## src/rtl/ofsc_pkg.sv

```systemverilog
// Shared widths and constants for the octant-folded sine/cosine block.
package ofsc_pkg;

  localparam int AngleW   = 16;   // input angle, 65536 units per turn
  localparam int OutW     = 18;   // signed Q16 results
  localparam int MagW     = 14;   // |x| after octant folding, up to 8192
  localparam int RootBits = 17;   // sqrt result bits, also multiplier operand width
  localparam int ProdW    = 2 * RootBits;   // shift-add product register
  localparam int DivBits  = 27;   // bits of x*x fed through the divider
  localparam int QuotW    = 15;   // x*x / 3448 stays below 2^15
  localparam int DivRemW  = 12;   // remainder of division by 3448
  localparam int CntW     = 5;    // iteration counter, covers DivBits

  localparam logic [DivRemW-1:0]  ParabolaDiv = 12'd3448;
  localparam logic [RootBits-1:0] OneQ16      = 17'h10000;

endpackage

```

## src/rtl/ofsc_sqrt.sv

```systemverilog
// Digit-by-digit square root, two radicand bits shifted in per cycle.
module ofsc_sqrt (
  input  logic                          clk_i,
  input  logic                          rst_ni,
  input  logic                          load_i,
  input  logic [ofsc_pkg::RootBits-1:0] rad_hi_i,
  output logic [ofsc_pkg::RootBits-1:0] root_o,
  output logic                          done_o
);
  import ofsc_pkg::*;

  localparam int RadW = 2 * RootBits;
  localparam int RemW = RootBits + 2;
  localparam int TryW = RootBits + 4;

  logic [RadW-1:0]     r_q, r_d;
  logic [RemW-1:0]     rem_q, rem_d;
  logic [RootBits-1:0] root_q, root_d;
  logic [CntW-1:0]     cnt_q, cnt_d;
  logic                busy_q, busy_d;
  logic                done_q, done_d;
  logic [TryW-1:0]     rem_t, trial;
  logic                ge;

  assign rem_t = {rem_q, r_q[RadW-1:RadW-2]};
  assign trial = {2'b00, root_q, 2'b01};
  assign ge    = (rem_t >= trial);

  always_comb begin
    r_d    = r_q;
    rem_d  = rem_q;
    root_d = root_q;
    cnt_d  = cnt_q;
    busy_d = busy_q;
    done_d = 1'b0;
    if (load_i) begin
      // radicand is (1 - cc) << 16, so the low 16 bits are all zeros
      r_d    = {1'b0, rad_hi_i, {(RootBits-1){1'b0}}};
      rem_d  = '0;
      root_d = '0;
      cnt_d  = CntW'(RootBits - 1);
      busy_d = 1'b1;
    end else if (busy_q) begin
      r_d    = {r_q[RadW-3:0], 2'b00};
      rem_d  = ge ? RemW'(rem_t - trial) : rem_t[RemW-1:0];
      root_d = {root_q[RootBits-2:0], ge};
      cnt_d  = cnt_q - CntW'(1);
      if (cnt_q == '0) begin
        busy_d = 1'b0;
        done_d = 1'b1;
      end
    end
  end

  always_ff @(posedge clk_i or negedge rst_ni) begin
    if (!rst_ni) begin
      cnt_q  <= '0;
      busy_q <= 1'b0;
      done_q <= 1'b0;
    end else begin
      cnt_q  <= cnt_d;
      busy_q <= busy_d;
      done_q <= done_d;
    end
  end

  always_ff @(posedge clk_i) begin
    r_q    <= r_d;
    rem_q  <= rem_d;
    root_q <= root_d;
  end

  assign root_o = root_q;
  assign done_o = done_q;

  a_load_starts: assert property (@(posedge clk_i) disable iff (!rst_ni)
    load_i |=> busy_q)
    else $error("sqrt did not start after load");

  a_done_after_run: assert property (@(posedge clk_i) disable iff (!rst_ni)
    done_q |-> ($past(busy_q) && !busy_q))
    else $error("sqrt done without a finished run");

endmodule

```

## src/rtl/octant_folded_sine_cosine.sv

```systemverilog
// Octant-folded sine/cosine in Q16: bit-serial square, divide, square and sqrt.
//
//   port group                      dir  beat marked by
//   start / angle_i                 in   start && !busy
//   valid_o / cos_value_o, sin_...  out  valid_o, one cycle, no back-pressure
//
// An item runs 17 shift-add steps for x*x, 27 restoring divide steps by
// 3448, the prep state, 17 steps for c*c and 17 square-root steps, with
// handoffs via sqrt_go_q and the sqrt done flag. valid_o pulses as busy
// drops, so a start held in that cycle is taken; none is taken while busy.
// Reset clears the sequencer; the receiver cannot stall, results are dropped
// if not taken in their strobe cycle.
module octant_folded_sine_cosine (
  input  logic                                clk_i,
  input  logic                                rst_ni,
  input  logic                                start,
  input  logic signed [ofsc_pkg::AngleW-1:0]  angle_i,
  output logic                                busy,
  output logic                                valid_o,
  output logic signed [ofsc_pkg::OutW-1:0]    cos_value_o,
  output logic signed [ofsc_pkg::OutW-1:0]    sin_value_o
);
  import ofsc_pkg::*;

  localparam logic [2:0] S_IDLE = 3'd0;
  localparam logic [2:0] S_MUL1 = 3'd1;
  localparam logic [2:0] S_DIV  = 3'd2;
  localparam logic [2:0] S_PREP = 3'd3;
  localparam logic [2:0] S_MUL2 = 3'd4;
  localparam logic [2:0] S_SQRT = 3'd5;

  logic [2:0]          state_q, state_d;
  logic [CntW-1:0]     cnt_q, cnt_d;
  logic [ProdW-1:0]    p_q, p_d;
  logic [RootBits-1:0] m_q, m_d;
  logic [DivRemW-1:0]  rem_q, rem_d;
  logic                swap_q, swap_d, neg_s_q, neg_s_d, neg_c_q, neg_c_d;
  logic                sqrt_go_q, sqrt_go_d;
  logic                valid_q, valid_d;
  logic [OutW-1:0]     cos_q, cos_d, sin_q, sin_d;

  logic                accept;
  logic [MagW-1:0]     mag;
  logic [RootBits:0]   mul_sum;
  logic [ProdW-1:0]    mul_next;
  logic [DivRemW:0]    div_trial;
  logic                div_ge;
  logic [RootBits-1:0] c_val, rad_hi, root, cos_pre, sin_pre;
  logic [OutW-1:0]     cos_ext, sin_ext;
  logic                sqrt_done;

  assign accept = start && !busy;

  // folded x is angle[13:0] read as signed; take its magnitude
  assign mag = angle_i[MagW-1] ? (MagW'(0) - angle_i[MagW-1:0]) : angle_i[MagW-1:0];

  // shift-add multiplier: add multiplicand on the low bit, shift right
  assign mul_sum  = {1'b0, p_q[ProdW-1:RootBits]} + (p_q[0] ? {1'b0, m_q} : '0);
  assign mul_next = {mul_sum, p_q[RootBits-1:1]};

  // restoring division: dividend shifts out the top, quotient bits in at the bottom
  assign div_trial = {rem_q, p_q[DivBits-1]};
  assign div_ge    = (div_trial >= {1'b0, ParabolaDiv});

  assign c_val  = OneQ16 - RootBits'(p_q[QuotW-1:0]);
  assign rad_hi = OneQ16 - p_q[ProdW-2:RootBits-1];

  ofsc_sqrt u_sqrt (
    .clk_i    (clk_i),
    .rst_ni   (rst_ni),
    .load_i   (sqrt_go_q),
    .rad_hi_i (rad_hi),
    .root_o   (root),
    .done_o   (sqrt_done)
  );

  assign cos_pre = swap_q ? root : m_q;
  assign sin_pre = swap_q ? m_q : root;
  assign cos_ext = {1'b0, cos_pre};
  assign sin_ext = {1'b0, sin_pre};

  always_comb begin
    state_d   = state_q;
    cnt_d     = cnt_q;
    p_d       = p_q;
    m_d       = m_q;
    rem_d     = rem_q;
    swap_d    = swap_q;
    neg_s_d   = neg_s_q;
    neg_c_d   = neg_c_q;
    sqrt_go_d = 1'b0;
    valid_d   = 1'b0;
    cos_d     = cos_q;
    sin_d     = sin_q;
    unique case (state_q)
      S_IDLE: begin
        if (accept) begin
          p_d     = {{(ProdW-MagW){1'b0}}, mag};
          m_d     = RootBits'(mag);
          swap_d  = angle_i[14] ^ angle_i[13];
          neg_s_d = angle_i[15];
          neg_c_d = angle_i[15] ^ angle_i[14];
          cnt_d   = CntW'(RootBits - 1);
          state_d = S_MUL1;
        end
      end
      S_MUL1: begin
        p_d   = mul_next;
        cnt_d = cnt_q - CntW'(1);
        if (cnt_q == '0) begin
          rem_d   = '0;
          cnt_d   = CntW'(DivBits - 1);
          state_d = S_DIV;
        end
      end
      S_DIV: begin
        p_d   = {p_q[ProdW-1:DivBits], p_q[DivBits-2:0], div_ge};
        rem_d = div_ge ? DivRemW'(div_trial - {1'b0, ParabolaDiv})
                       : div_trial[DivRemW-1:0];
        cnt_d = cnt_q - CntW'(1);
        if (cnt_q == '0) begin
          state_d = S_PREP;
        end
      end
      S_PREP: begin
        p_d     = {{(ProdW-RootBits){1'b0}}, c_val};
        m_d     = c_val;
        cnt_d   = CntW'(RootBits - 1);
        state_d = S_MUL2;
      end
      S_MUL2: begin
        p_d   = mul_next;
        cnt_d = cnt_q - CntW'(1);
        if (cnt_q == '0) begin
          sqrt_go_d = 1'b1;
          state_d   = S_SQRT;
        end
      end
      S_SQRT: begin
        if (sqrt_done) begin
          cos_d   = neg_c_q ? (OutW'(0) - cos_ext) : cos_ext;
          sin_d   = neg_s_q ? (OutW'(0) - sin_ext) : sin_ext;
          valid_d = 1'b1;
          state_d = S_IDLE;
        end
      end
      default: begin
        state_d = S_IDLE;
      end
    endcase
  end

  always_ff @(posedge clk_i or negedge rst_ni) begin
    if (!rst_ni) begin
      state_q   <= S_IDLE;
      cnt_q     <= '0;
      sqrt_go_q <= 1'b0;
      valid_q   <= 1'b0;
    end else begin
      state_q   <= state_d;
      cnt_q     <= cnt_d;
      sqrt_go_q <= sqrt_go_d;
      valid_q   <= valid_d;
    end
  end

  always_ff @(posedge clk_i) begin
    p_q     <= p_d;
    m_q     <= m_d;
    rem_q   <= rem_d;
    swap_q  <= swap_d;
    neg_s_q <= neg_s_d;
    neg_c_q <= neg_c_d;
    cos_q   <= cos_d;
    sin_q   <= sin_d;
  end

  assign busy        = (state_q != S_IDLE);
  assign valid_o     = valid_q;
  assign cos_value_o = cos_q;
  assign sin_value_o = sin_q;

  a_accept_runs: assert property (@(posedge clk_i) disable iff (!rst_ni)
    (start && !busy) |=> (state_q == S_MUL1))
    else $error("accepted beat did not start the multiplier");

  a_valid_from_sqrt: assert property (@(posedge clk_i) disable iff (!rst_ni)
    valid_o |-> ($past(sqrt_done) && !busy))
    else $error("result strobe without a finished root");

  a_div_rem: assert property (@(posedge clk_i) disable iff (!rst_ni)
    (state_q == S_DIV) |-> (rem_q < ParabolaDiv))
    else $error("divider remainder out of range");

  a_out_range: assert property (@(posedge clk_i) disable iff (!rst_ni)
    valid_o |-> (cos_value_o <= 18'sd65536 && cos_value_o >= -18'sd65536 &&
                 sin_value_o <= 18'sd65536 && sin_value_o >= -18'sd65536))
    else $error("result outside unit range");

endmodule

```

## config.mk

```make
export PLATFORM = sky130hd
export DESIGN_NAME = octant_folded_sine_cosine
export DESIGN_NICKNAME = d
export VERILOG_FILES = /design/src/rtl/ofsc_pkg.sv /design/src/rtl/ofsc_sqrt.sv /design/src/rtl/octant_folded_sine_cosine.sv
export SDC_FILE = /design/constraint.sdc
export NUM_CORES = 1
export LEC_CHECK = 0
export BUFFER_PORTS_ARGS = -buffer_cell sky130_fd_sc_hd__buf_2
export CAP_MARGIN = 20
export CORE_MARGIN = 3
export CORE_UTILIZATION = 50
export DETAILED_ROUTE_END_ITERATION = 8
export PLACE_DENSITY = 0.69
export SLEW_MARGIN = 25
export SYNTH_ARGS = -nofsm -noshare
export SYNTH_HDL_FRONTEND = slang
export SYNTH_HIERARCHICAL = 1
export SYNTH_SLANG_ARGS = --single-unit
```

## constraint.sdc

```tcl
create_clock -name clk_i -period 3.5 [get_ports clk_i]
set_clock_uncertainty 0.1 [all_clocks]
set_input_delay 0.175 -clock clk_i [delete_from_list [all_inputs] [get_ports clk_i]]
set_output_delay 0.175 -clock clk_i [all_outputs]
set_load 0.03 [all_outputs]
```

# After elaboration in Yosys (flattened, before gate mapping)
# Cells that the tools add are included.
[classes]
n_addsub = 10
multipliers = 0
n_div = 0
n_lt_le_gt_ge = 2
n_eq_ne = 10
n_shift = 0
n_mux = 37
bitwise = 3
reduce_logical = 22
[ops]
columns = ["cell", "n"]
rows = [
  ["34-bit one-hot mux with 4 select lines", 1],
  ["17-bit 2-to-1 mux", 6],
  ["33-bit 2-to-1 mux", 2],
  ["1-bit by 17-bit subtractor with 18-bit output (first input constant)", 2],
  ["34-bit 2-to-1 mux", 1],
  ["17-bit one-hot mux with 2 select lines", 1],
  ["12-bit 2-to-1 mux", 2],
  ["12-bit one-hot mux with 2 select lines", 1],
  ["21-bit by 19-bit greater-or-equal comparator with 1-bit output", 1],
  ["5-bit 2-to-1 mux", 4],
  ["5-bit one-hot mux with 4 select lines", 1],
  ["19-bit 2-to-1 mux", 1],
  ["19-bit subtractor", 1],
  ["17-bit by 17-bit adder with 18-bit output", 1],
  ["3-bit one-hot mux with 6 select lines", 1],
  ["17-bit by 15-bit subtractor with 17-bit output (first input constant)", 1],
  ["17-bit subtractor (first input constant)", 1],
  ["3-bit 2-to-1 mux", 5],
  ["14-bit 2-to-1 mux", 1],
  ["1-bit by 14-bit subtractor with 14-bit output (first input constant)", 1],
  ["13-bit by 12-bit greater-or-equal comparator with 1-bit output (second input constant)", 1],
  ["2-bit AND reduction", 6],
  ["12-bit subtractor (second input constant)", 1],
  ["5-bit zero test", 2],
  ["other kinds (18)", 39],
]
[totals]
register_bits = 173
latchBits = 0
ramBits = 0
rom_bits = 0
input_bits = 19
out_inout_bits = 38
wordCells = 106
mem_count = 0

# Logic depth before layout (Yosys ltp)
[logic_depth]
word_depth = 5
ltp_mapped = 12
depth_no_buf = 10

# Cells and area by module
# Netlist, hierarchy kept.
[by_module_without_submodules]
columns = ["mod", "instances", "cells_each", "area_each_um2", "seq_area_each_um2"]
rows = [
  ["octant_folded_sine_cosine", 1, 864, 7996.4, 3313.2],
  ["ofsc_sqrt", 1, 383, 3612.2, 1426.4],
]

# Worst setup path after synthesis
# OpenSTA, ideal clock, no wires.
[synth_timing]
kind = "register to register"
start = "reg swap_q"
end = "reg cos_q[16] (netlist: cos_value_o[16]) (data pin)"
setup_time_ns = 0.266
t_arrival_ns = 2.891
t_required_ns = 3.134
setup_slack_ns = 0.243
stages_incl_launch_ff = 12
synth_period_minus_slack_ns = 3.257
cell_sequence = "edfxtp_1 -> buf_6 -> buf_2 -> buf_1 -> buf_2 -> mux2i_1 -> ha_1 -> o21ai_0 -> or2_2 -> or3_1 -> o31ai_2 -> xor2_1"
[synth_between]
elab_chain_len = 3
[synth_rtl]
columns = ["element", "line_no", "text"]
rows = [
  ["start, declared", "octant_folded_sine_cosine.sv:37", "logic swap_q, swap_d, neg_s_q, neg_s_d, neg_c_q, neg_c_d;"],
  ["start signal, assigned", "octant_folded_sine_cosine.sv:171", "swap_q <= swap_d;"],
  ["17-bit 2-to-1 mux (*)", "octant_folded_sine_cosine.sv:77", "assign cos_pre = swap_q ? root : m_q;"],
  ["1-bit by 17-bit subtractor with 18-bit output", "octant_folded_sine_cosine.sv:141", "cos_d = neg_c_q ? (OutW'(0) - cos_ext) : cos_ext;"],
  ["17-bit 2-to-1 mux (*)", "octant_folded_sine_cosine.sv:141", ""],
  ["end signal, assigned", "octant_folded_sine_cosine.sv:174", "cos_q <= cos_d;"],
  ["end, declared", "octant_folded_sine_cosine.sv:40", "logic [OutW-1:0] cos_q, cos_d, sin_q, sin_d;"],
]
# Mark *: on every way between the ends. The rest lies on a longest branch, timed or not.
# A chain may end at the register's enable or synchronous reset.

# Worst setup path after layout
[layout_timing]
start = "reg p_q[0]"
end = "reg p_q[26] (data pin)"
[layout_between]
elab_chain_len = 3
[layout_rtl]
columns = ["element", "line_no", "text"]
rows = [
  ["start, declared", "octant_folded_sine_cosine.sv:34", "logic [ProdW-1:0] p_q, p_d;"],
  ["start signal, assigned", "octant_folded_sine_cosine.sv:168", "p_q <= p_d;"],
  ["17-bit 2-to-1 mux", "octant_folded_sine_cosine.sv:58", "assign mul_sum = {1'b0, p_q[ProdW-1:RootBits]} + (p_q[0] ? {1'b0, m_q} : '0);"],
  ["17-bit by 17-bit adder with 18-bit output", "octant_folded_sine_cosine.sv:58", ""],
  ["34-bit one-hot mux with 4 select lines", "octant_folded_sine_cosine.sv:95", "unique case (state_q)"],
  ["net p_d[26]", "octant_folded_sine_cosine.sv:34", ""],
]
# The timed path passes the listed nets, and every way through them passes these cells.

==> results.sh <==
export IMPL_relSlewSlack_pct=41.3
export IMPL_ys_warn_count=6
export IMPL_numCtsBuffers=17
export IMPL_swShare_pct=23.4
export IMPL_clockPowerShare_pct=45.3
export IMPL_ys_seq_elements=173
export IMPL_cp_arrival_ns=3.20
export IMPL_grt_overflow=0
export IMPL_start_util_pct=51.1
export IMPL_first_pass_iters=5
export IMPL_drv_slew=0
export IMPL_dieArea_mm2=0.0251
export IMPL_pre_cts_slack_ns=0.460
export IMPL_status="complete, no violations"
export IMPL_fin_crit_sh_pct=86.9
export IMPL_cp_required_ns=3.66
export IMPL_drc=0
export IMPL_path_class="flop to flop"
export IMPL_worst_pin_slew_ns=0.881
export IMPL_grt_max_degree=50
export IMPL_combPwrFrac_pct=2.0
export IMPL_synth_edf_count=119
export IMPL_critPathMaxFanout=21
export IMPL_cts_root_buffer_cell="clkbuf_16"
export IMPL_avgViaCountPerCell=5.95
export IMPL_place_hpwl_um=20400
export IMPL_fin_tns_setup_ns=0
export IMPL_finalHoldViolations=0
export IMPL_syn_cell_area_mm2=0.0116
export IMPL_clkTransAtPathRegs_ns=0.07
export IMPL_port_buffers=56
export IMPL_hold_path_class="input pin to flop"
export IMPL_ant_nets=0
export IMPL_post_route_min_period_ns=3.04
export IMPL_routed_wl_um=27800
export IMPL_rrSetupSlack_ns=0.46
export IMPL_final_setup_viol_count=0
export IMPL_hold_buffers=3
export IMPL_row_count=55
export IMPL_routabilityCongestion=0.915
export IMPL_r2r_end="p_q[26]$_DFFE_PP_"
export IMPL_syn2layout_area_growth_pct=9.46
export IMPL_reg2regPathDepth=10
export IMPL_vias=9400
export IMPL_drtIter0Drc=689
export IMPL_cts_tree="built"
export IMPL_core_area_mm2=0.0227
export IMPL_layout_setup_ws_ns=0.460
export IMPL_rsz0062_at_grt="false"
export IMPL_crit_start="p_q[0]$_DFFE_PP_"
export IMPL_netlist_instances=1247
export IMPL_worstHoldStart="angle_i[11]"
export IMPL_powerDensity_mw_per_mm2=323
export IMPL_wl_per_cell_um=17.6
export IMPL_p_leak_uw=0.00489
export IMPL_cts_setup_buffers=0
export IMPL_seq_area_frac_synth_pct=40.8
export IMPL_synth_nets=1312
export IMPL_cts_buffer_depth=2
export IMPL_ctsHtreeMaxLevel=4
export IMPL_p_sw_uw=963
export IMPL_die_y_um=158
export IMPL_end_kind="flop"
export IMPL_r2r_start="p_q[0]$_DFFE_PP_"
export IMPL_synth_area_leaders="edfxtp_1 (31%), dfxtp_1 (6.4%), ha_1 (4.9%)"
export IMPL_post_cts_resized=0
export IMPL_clock_latency_ns=0.44
export IMPL_num_nets_final=1347
export IMPL_p_int_uw=3140
export IMPL_drv_cap=0
export IMPL_grt_pass1_wl_um=43900
export IMPL_yosysUniqueCellTypes=81
export IMPL_grt_pass1_vias=8481
export IMPL_synth_top_area_share_pct=30.8
export IMPL_antenna_found_initial=0
export IMPL_layout_drive_gt1_share_pct=12.4
export IMPL_endpoint="p_q[26]$_DFFE_PP_"
export IMPL_ir_drop_uv=261
export IMPL_n_antenna_cell=0
export IMPL_grt_total_usage_pct=22.0
export IMPL_synth_main_ff_cell="edfxtp_1"
export IMPL_cp_start_kind="flop"
export IMPL_p_seq_share_pct=52.7
export IMPL_fp_dieW_um=158
export IMPL_async_flop_share_pct=9.83
export IMPL_clock_sinks=173
export IMPL_synth_area_per_cell_um2=9.31
export IMPL_clock_fmax_ghz=0.329
export IMPL_synth_area_leader_cell="edfxtp_1"
export IMPL_io_pins=57
==> power by group through the flow <==
stage	Combinational, µW	Clock [µW]	Sequential [µW]
after floorplan	41.9	0	2210
after global placement	77.3	0	2210
after detailed placement	79.6	0	2210
after CTS	82.7	1890	2160
after global routing	91.8	1970	2160
final	83.1	1860	2160
==> cell usage in the layout (no fill, tap or decap), types with 5 or more instances in the layout <==
cell	synthesis	routed
or4_1	5	5
a21o_1	12	12
xnor2_1	47	47
and3_1	11	10
xor2_1	63	63
a211oi_1	5	5
a31oi_1	7	7
a221o_1	5	5
nand2_1	119	119
nor3_1	38	38
or3_1	10	10
a21oi_1	78	78
and2_1	20	20
nand4_1	6	6
o21ai_1	7	7
dfrtp_1	17	15
nor2_1	112	112
or2_2	11	11
o211ai_1	11	11
a22oi_1	17	17
buf_4	2	19
buf_2	9	56
nand2b_1	16	16
edfxtp_1	119	119
dfxtp_1	37	37
nor3b_1	6	6
clkbuf_16	0	17
nor2b_1	17	17
nand3_1	19	19
o31ai_1	11	11
o21ai_0	75	75
inv_1	57	57
o22ai_1	14	14
nor4_1	13	13
mux2i_1	56	56
mux2_2	18	18
o21a_1	8	8
a22o_1	5	5
ha_1	45	45
==> cell families (layout without fill, tap and decap cells) <==
logic type	Yosys count	in the layout	share of synthesized area [%]
AOI/OAI and AO/OA	297	297	16.7
xor gates and xnor gates	110	110	8.30
adders and majority gates	46	46	5.02
buffers and inverters	119	167	4.33
DFF	173	173	40.8
muxes	74	74	6.57
and+or+nand+nor	428	428	18.2
==> metal layers <==
layer  track usage [%]  wire length [µm]  up-vias
li1                  -                 -     4600
met1              29.7             12300     4491
met2              36.9             13600      278
met3              4.21              1420       31
met4              5.37               473        0
met5                 0                 0        -
==> critical path, cell delays in order, from the launching register on <==
cell	delay, ns
edfxtp_1	0.66
and2_1	0.22
ha_1	0.17
inv_1	0.05
fa_1	0.39
nand2b_1	0.18
a21oi_1	0.18
o21ai_0	0.27
a21boi_0	0.33
nor3_1	0.08
o31ai_1	0.23
==> stage by stage <==
step | hold WS (ns) | cells | util (%) | power, µW | cell area [µm²]
final | 0.0436 | 1580 | 56.0 | 4110 | 12700
after global routing | 0.0863 | 1580 | 56.0 | 4230 | 12700
after CTS | 0.0345 | 1580 | 56.0 | 4140 | 12700
after detailed placement | 0.0797 | 1545 | 53.3 | 2290 | 12100
after global placement | 0.0793 | 1545 | 53.3 | 2290 | 12100
after floorplan | -0.221 | 1247 | - | 2250 | 11600
==> Yosys cell counts, types with 17 or more instances <==
cell type  count
nor2b_1       17
dfrtp_1       17
nand2_1      119
nor3_1        38
and2_1        20
nand3_1       19
a22oi_1       17
a21oi_1       78
nor2_1       112
clkbuf_1      39
mux2i_1       56
inv_1         57
dfxtp_1       37
o21ai_0       75
mux2_2        18
ha_1          45
xnor2_1       47
edfxtp_1     119
xor2_1        63
==> sequential cells by signal, indices dropped and copies added, names as in the netlist, 3 cells and up <==
name	count
cnt_q	5
cos_value_o	18
m_q	17
p_q	34
rem_q	12
sin_value_o	18
state_q	3
u_sqrt/cnt_q	5
u_sqrt/r_q	18
u_sqrt/rem_q	19
u_sqrt/root_o	17
==> worst min-delay path by stage <==
stage               depth (start not counted)                     end  slack [ns]
finish                                      3       m_q[11]$_DFFE_PP_        0.04
global route                                3       p_q[10]$_DFFE_PP_        0.09
CTS                                         3       m_q[11]$_DFFE_PP_        0.03
detailed placement                          1  state_q[1]$_DFFE_PN0P_        0.08
global placement                            1    cnt_q[0]$_DFFE_PN0P_        0.08
floorplan                                   0    cnt_q[0]$_DFFE_PN0P_       -0.22
==> layout make-up <==
class                      count  area (µm²)
sequential                   173        4740
multi-input combinational    955        6370
tap                          285         357
clock inverter                15         149
inverter                      57         214
fill                        2072       10000
timing repair buffer          78         453
clock buffer                  17         425
No activity file was read; power rests on OpenSTA's default activity.
